### src/sv/pbav_pkg.sv
// ----------------------------------------------------------------------------
// pbav_pkg: shared types and constants for the 2x2 pixel binning core
// Payload structs of the request, response and register channels, register
// indexes and fixed field widths.
// ----------------------------------------------------------------------------
package pbav_pkg;

   localparam int PIXEL_WIDTH    = 16;
   localparam int SIZE_WIDTH     = 13;
   localparam int ROW_BITS       = 12;
   localparam int MAX_HEIGHT     = 4096;
   localparam int SIZE_RESET     = 2048;
   localparam int CSR_INDEX_BITS = 4;
   localparam int QUEUE_DEPTH    = 4;
   localparam int QUEUE_PTR_BITS = $clog2(QUEUE_DEPTH);
   localparam int QUEUE_CNT_BITS = $clog2(QUEUE_DEPTH + 1);

   localparam logic [CSR_INDEX_BITS-1:0] CSR_FRAME_WIDTH  = CSR_INDEX_BITS'(0);
   localparam logic [CSR_INDEX_BITS-1:0] CSR_FRAME_HEIGHT = CSR_INDEX_BITS'(1);

   typedef struct packed {
      logic [PIXEL_WIDTH-1:0] pixel_value;
      logic                   frame_start;
   } req_payload_type;

   typedef struct packed {
      logic [PIXEL_WIDTH-1:0] binned_value;
      logic                   frame_last;
   } rsp_payload_type;

   typedef struct packed {
      logic [CSR_INDEX_BITS-1:0] reg_index;
      logic [SIZE_WIDTH-1:0]     wr_data;
   } csr_payload_type;

   // Result handed from the front end to the output queue.
   typedef struct packed {
      logic            valid;
      rsp_payload_type payload;
   } front_push_type;

endpackage

### src/sv/pbav_queue.sv
// ----------------------------------------------------------------------------
// pbav_queue: result queue
// Small FIFO that decouples block averaging from the response receiver.
// ----------------------------------------------------------------------------
module pbav_queue (
   input  logic                                    clock,
   input  logic                                    reset,
   input  pbav_pkg::front_push_type                push,
   input  logic                                    pop,
   output logic                                    out_valid,
   output pbav_pkg::rsp_payload_type               out_payload,
   output logic [pbav_pkg::QUEUE_CNT_BITS-1:0]     count
);
   localparam int PB = pbav_pkg::QUEUE_PTR_BITS;
   localparam int NB = pbav_pkg::QUEUE_CNT_BITS;

   pbav_pkg::rsp_payload_type slot_ff [pbav_pkg::QUEUE_DEPTH];
   logic [PB-1:0] wr_ptr_ff, wr_ptr_in;
   logic [PB-1:0] rd_ptr_ff, rd_ptr_in;
   logic [NB-1:0] count_ff, count_in;
   logic          do_pop;

   always_comb begin
      do_pop    = pop && (count_ff != '0);
      wr_ptr_in = push.valid ? wr_ptr_ff + PB'(1) : wr_ptr_ff;
      rd_ptr_in = do_pop ? rd_ptr_ff + PB'(1) : rd_ptr_ff;
      count_in  = count_ff + NB'(push.valid) - NB'(do_pop);
   end

   always_ff @(posedge clock) begin
      if (reset) begin
         wr_ptr_ff <= '0;
         rd_ptr_ff <= '0;
         count_ff  <= '0;
      end else begin
         wr_ptr_ff <= wr_ptr_in;
         rd_ptr_ff <= rd_ptr_in;
         count_ff  <= count_in;
      end
      if (push.valid) begin
         slot_ff[wr_ptr_ff] <= push.payload;
      end
   end

   assign out_valid   = (count_ff != '0);
   assign out_payload = slot_ff[rd_ptr_ff];
   assign count       = count_ff;
endmodule

### config.mk
export PLATFORM = sky130hd
export DESIGN_NAME = pbav_queue
export DESIGN_NICKNAME = d
export VERILOG_FILES = /design/src/sv/pbav_pkg.sv /design/src/sv/pbav_queue.sv
export SDC_FILE = /design/constraint.sdc
export NUM_CORES = 1
export LEC_CHECK = 0
export ABC_AREA = 1
export BUFFER_PORTS_ARGS = -buffer_cell sky130_fd_sc_hd__buf_2
export CORE_MARGIN = 2
export CORE_UTILIZATION = 40
export CTS_BUF_LIST = sky130_fd_sc_hd__clkbuf_8
export DETAILED_ROUTE_END_ITERATION = 12
export SLEW_MARGIN = 20
export SYNTH_ARGS = -nofsm -noshare
export SYNTH_HDL_FRONTEND = slang
export SYNTH_SLANG_ARGS = --single-unit
### constraint.sdc
create_clock -name clock -period 3 [get_ports clock]
set_clock_uncertainty 0.1 [all_clocks]
set_input_delay 0.15 -clock clock [delete_from_list [all_inputs] [get_ports clock]]
set_output_delay 0.15 -clock clock [all_outputs]
set_load 0.02 [all_outputs]
==> metrics.txt <==
run status completed; vias in the first global route 1795; Avg Cell Area, Syn 13.5 um^2; sequential area share after synthesis 73.1%; commonest non-fill, non-tap cells in the layout edfxtp_1, nor2_1, buf_2; setup violation total in the final timing report 0; Tcrit/Tclk final 72.9%; All-Layer GR Usage 13.9%; sum of net half-perimeters after detailed placement 3230 um; clock tree from TritonCTS built; minimum period implied by the final worst setup slack 2190 ps; detailed-route DRC error count 0; Vias per Instance 4.68; Peak Freq 457 MHz; count of pins over their slew limit 0; R2R Path Start count[1]; number of buffers on the longest clock path 2; Worst Hold Depth 3; power per cell area 782 nW/um^2; synthesized-area fraction occupied by ao, oa, aoi and oai cells 11.7%; length of the first detailed-routing pass in iterations 4; unrepaired setup endpoints after global routing false; total number of clock tree sinks 77; number of violations of the max-capacitance limit 0; data required time at the worst endpoint 2750 ps; wire length of the first global-routing pass 8650 um; CTS root buf clkbuf_8; worst vdd rail ir drop 0.000318 V; number of placed I/O pins 42; commonest non-fill, non-tap cell in the layout edfxtp_1; peak fanout along the critical path 34; largest cells by area after synthesis edfxtp_1, dfxtp_1, nor2_1, o22ai_1, o21ai_2; Hold Startpoint push[17]; Area growth syn-to-layout 22.0%; synthesized netlist net count 253; end of the worst hold path wr_ptr_ff[1]; endpoint kind of the worst setup timing path output pin; Max H-tree Level 3; Syn Inst Count 225; placement row count 31; number of antenna violations at the first check in global routing 0; CTS clk-pin slew, worst paths 70 ps; ratio of cells with drive above 1 in the final layout 22.9%; share of Yosys cell area claimed by the top area cell type 67.2%; Worst slew margin 47.8%; worst hold path type input pin to flop; largest family of logic cells by synthesized area compound AO/OA/AOI/OAI gates; summed negative setup slack over all endpoints 0 ps; violation count after the first detailed-routing iteration 106; number of routed nets with antenna violations 0; floorplan die area 8310 um^2; Initial Utilization 41.7%; top cell type by total area after synthesis edfxtp_1; transition time at the pin with the least slew margin 782 ps; r2r endpoint count[2]; chain of cells forming the critical path inv_4 > o21ai_1 > o22ai_1 > buf_2; final weighted congestion in routability-driven placement 0.761; static power due to leakage 1.42 nW; post-synthesis simple-gate area fraction 6.87%; library cells used by synthesis 19; critical path's largest stage delay 760 ps; worst-skew pair later-pin latency 340 ps; count of antenna diodes in the layout 0; layout net count 316; Routed wire per std cell 13.5 um; pin count of the biggest net entering global routing 35; final hold vios 0; launching element type of the critical path flop; fraction of synthesized area in multiplexers 0%; synthesis-stage register bit count 77; post-synthesis instance area 3040 um^2; PortBufs 41; critical path buffer and inverter count 2; routed vias 1833; clock buffers created by TritonCTS 9; total gr overflow 0; path type of the worst setup path flop to output pin; adder and majority cell fraction of the synthesized area 3.13%; vertical extent of the die 91.2 um; standard cell with the maximum stage delay on the critical path dfxtp_1; critical path's top delay family flip-flops; signal arrival time at the worst endpoint 1940 ps; internal reg-to-reg setup slack 1160 ps; Final Core Density 50.9%; Core ar. 7290 um^2; post-synthesis xor/xnor area fraction 0%; Total Routed Length 5300 um; floorplan die width 91.2 um; yosys synthesis warning count 0; R2R cell count 8
[cells by family (layout without fill, tap and decap cells)]
| family | Yosys count | in the layout |
|---|---|---|
| and+or+nand+nor | 55 | 55 |
| buffers and inverters | 27 | 95 |
| DFF | 77 | 77 |
| AOI/OAI and AO/OA | 59 | 59 |
| adders and majority gates | 7 | 7 |
[sequential cells by signal (all words and copies together) (netlist names), named ones only]
name,cells
count,3
wr_ptr_ff,2
rd_ptr_ff,2
slot_ff,68
[worst reg2reg max path: stages, from the launching register on]
cell	delay, ps
dfxtp_1	330
nor2_1	140
a21boi_0	110
ha_1	280
inv_1	40
ha_1	170
fa_1	380
a21oi_1	130
nor2_1	50
[per-layer routing]
layer	wire length, um	share of wire (%)	GRT usage, %
met1	2310	44	16.6
met4	92	1.7	6.44
met3	237	4.5	3.98
met2	2660	50	23.4
met5	0	0	0
[synth_stat cells]
master and n:
nand3_1 2, o21ai_2 10, o21ai_1 13, inv_1 16, dfxtp_1 9, a21oi_1 5, a21boi_0 1, buf_6 6
o21ai_0 13, ha_1 6, inv_2 1, o22ai_1 17, nor2_1 41, buf_4 2, edfxtp_1 68, fa_1 1
buf_2 1, nand2_1 12, inv_4 1
[power by group]
part           internal [W]  total, W  switching, W
Combinational      0.000246  0.000717      0.000471
Clock              0.000542  0.000884      0.000341
Sequential          0.00124   0.00130     0.0000611
Total               0.00203   0.00290      0.000873
[timing repair]
action | CTS | global route
hold endpoints to repair | 72 | 0
buffers inserted | 0 | 0
resized for setup | 0 | 0
hold buffers | 19 | 0
endpoints found under the setup margin | 0 | 0
[per-stage QoR]
step           power, W  worst slack [ps]  cell area (um^2)  cells  hold WS (ps)
4_1_cts         0.00294               747              3710    392          38.5
3_3_place_gp    0.00203              1160              3290    357           241
6_report        0.00290               814              3710    392          69.7
5_1_grt         0.00307               584              3710    392          96.1
3_5_place_dp    0.00204              1140              3290    357           247
2_1_floorplan   0.00186              1170              3040    225           121
[how the worst max path moves through the flow]
stage	cells after the start	from	endpoint
after floorplan	8	count[1]	count[2]
after global placement	4	flop	out_payload[0]
after detailed placement	4	flop	out_payload[4]
after CTS	4	flop	out_payload[4]
after global routing	4	flop	out_payload[0]
final	4	flop	out_payload[4]
[cell type report]
cell class	instances	area (um^2)
multi-input combinational	121	661
fill	678	3580
timing repair buffer	61	403
clock inverter	7	106
sequential	77	2220
clock buffer	9	124
inverter	18	70.1
tap	99	124
No activity file was read; power rests on OpenSTA's default activity.
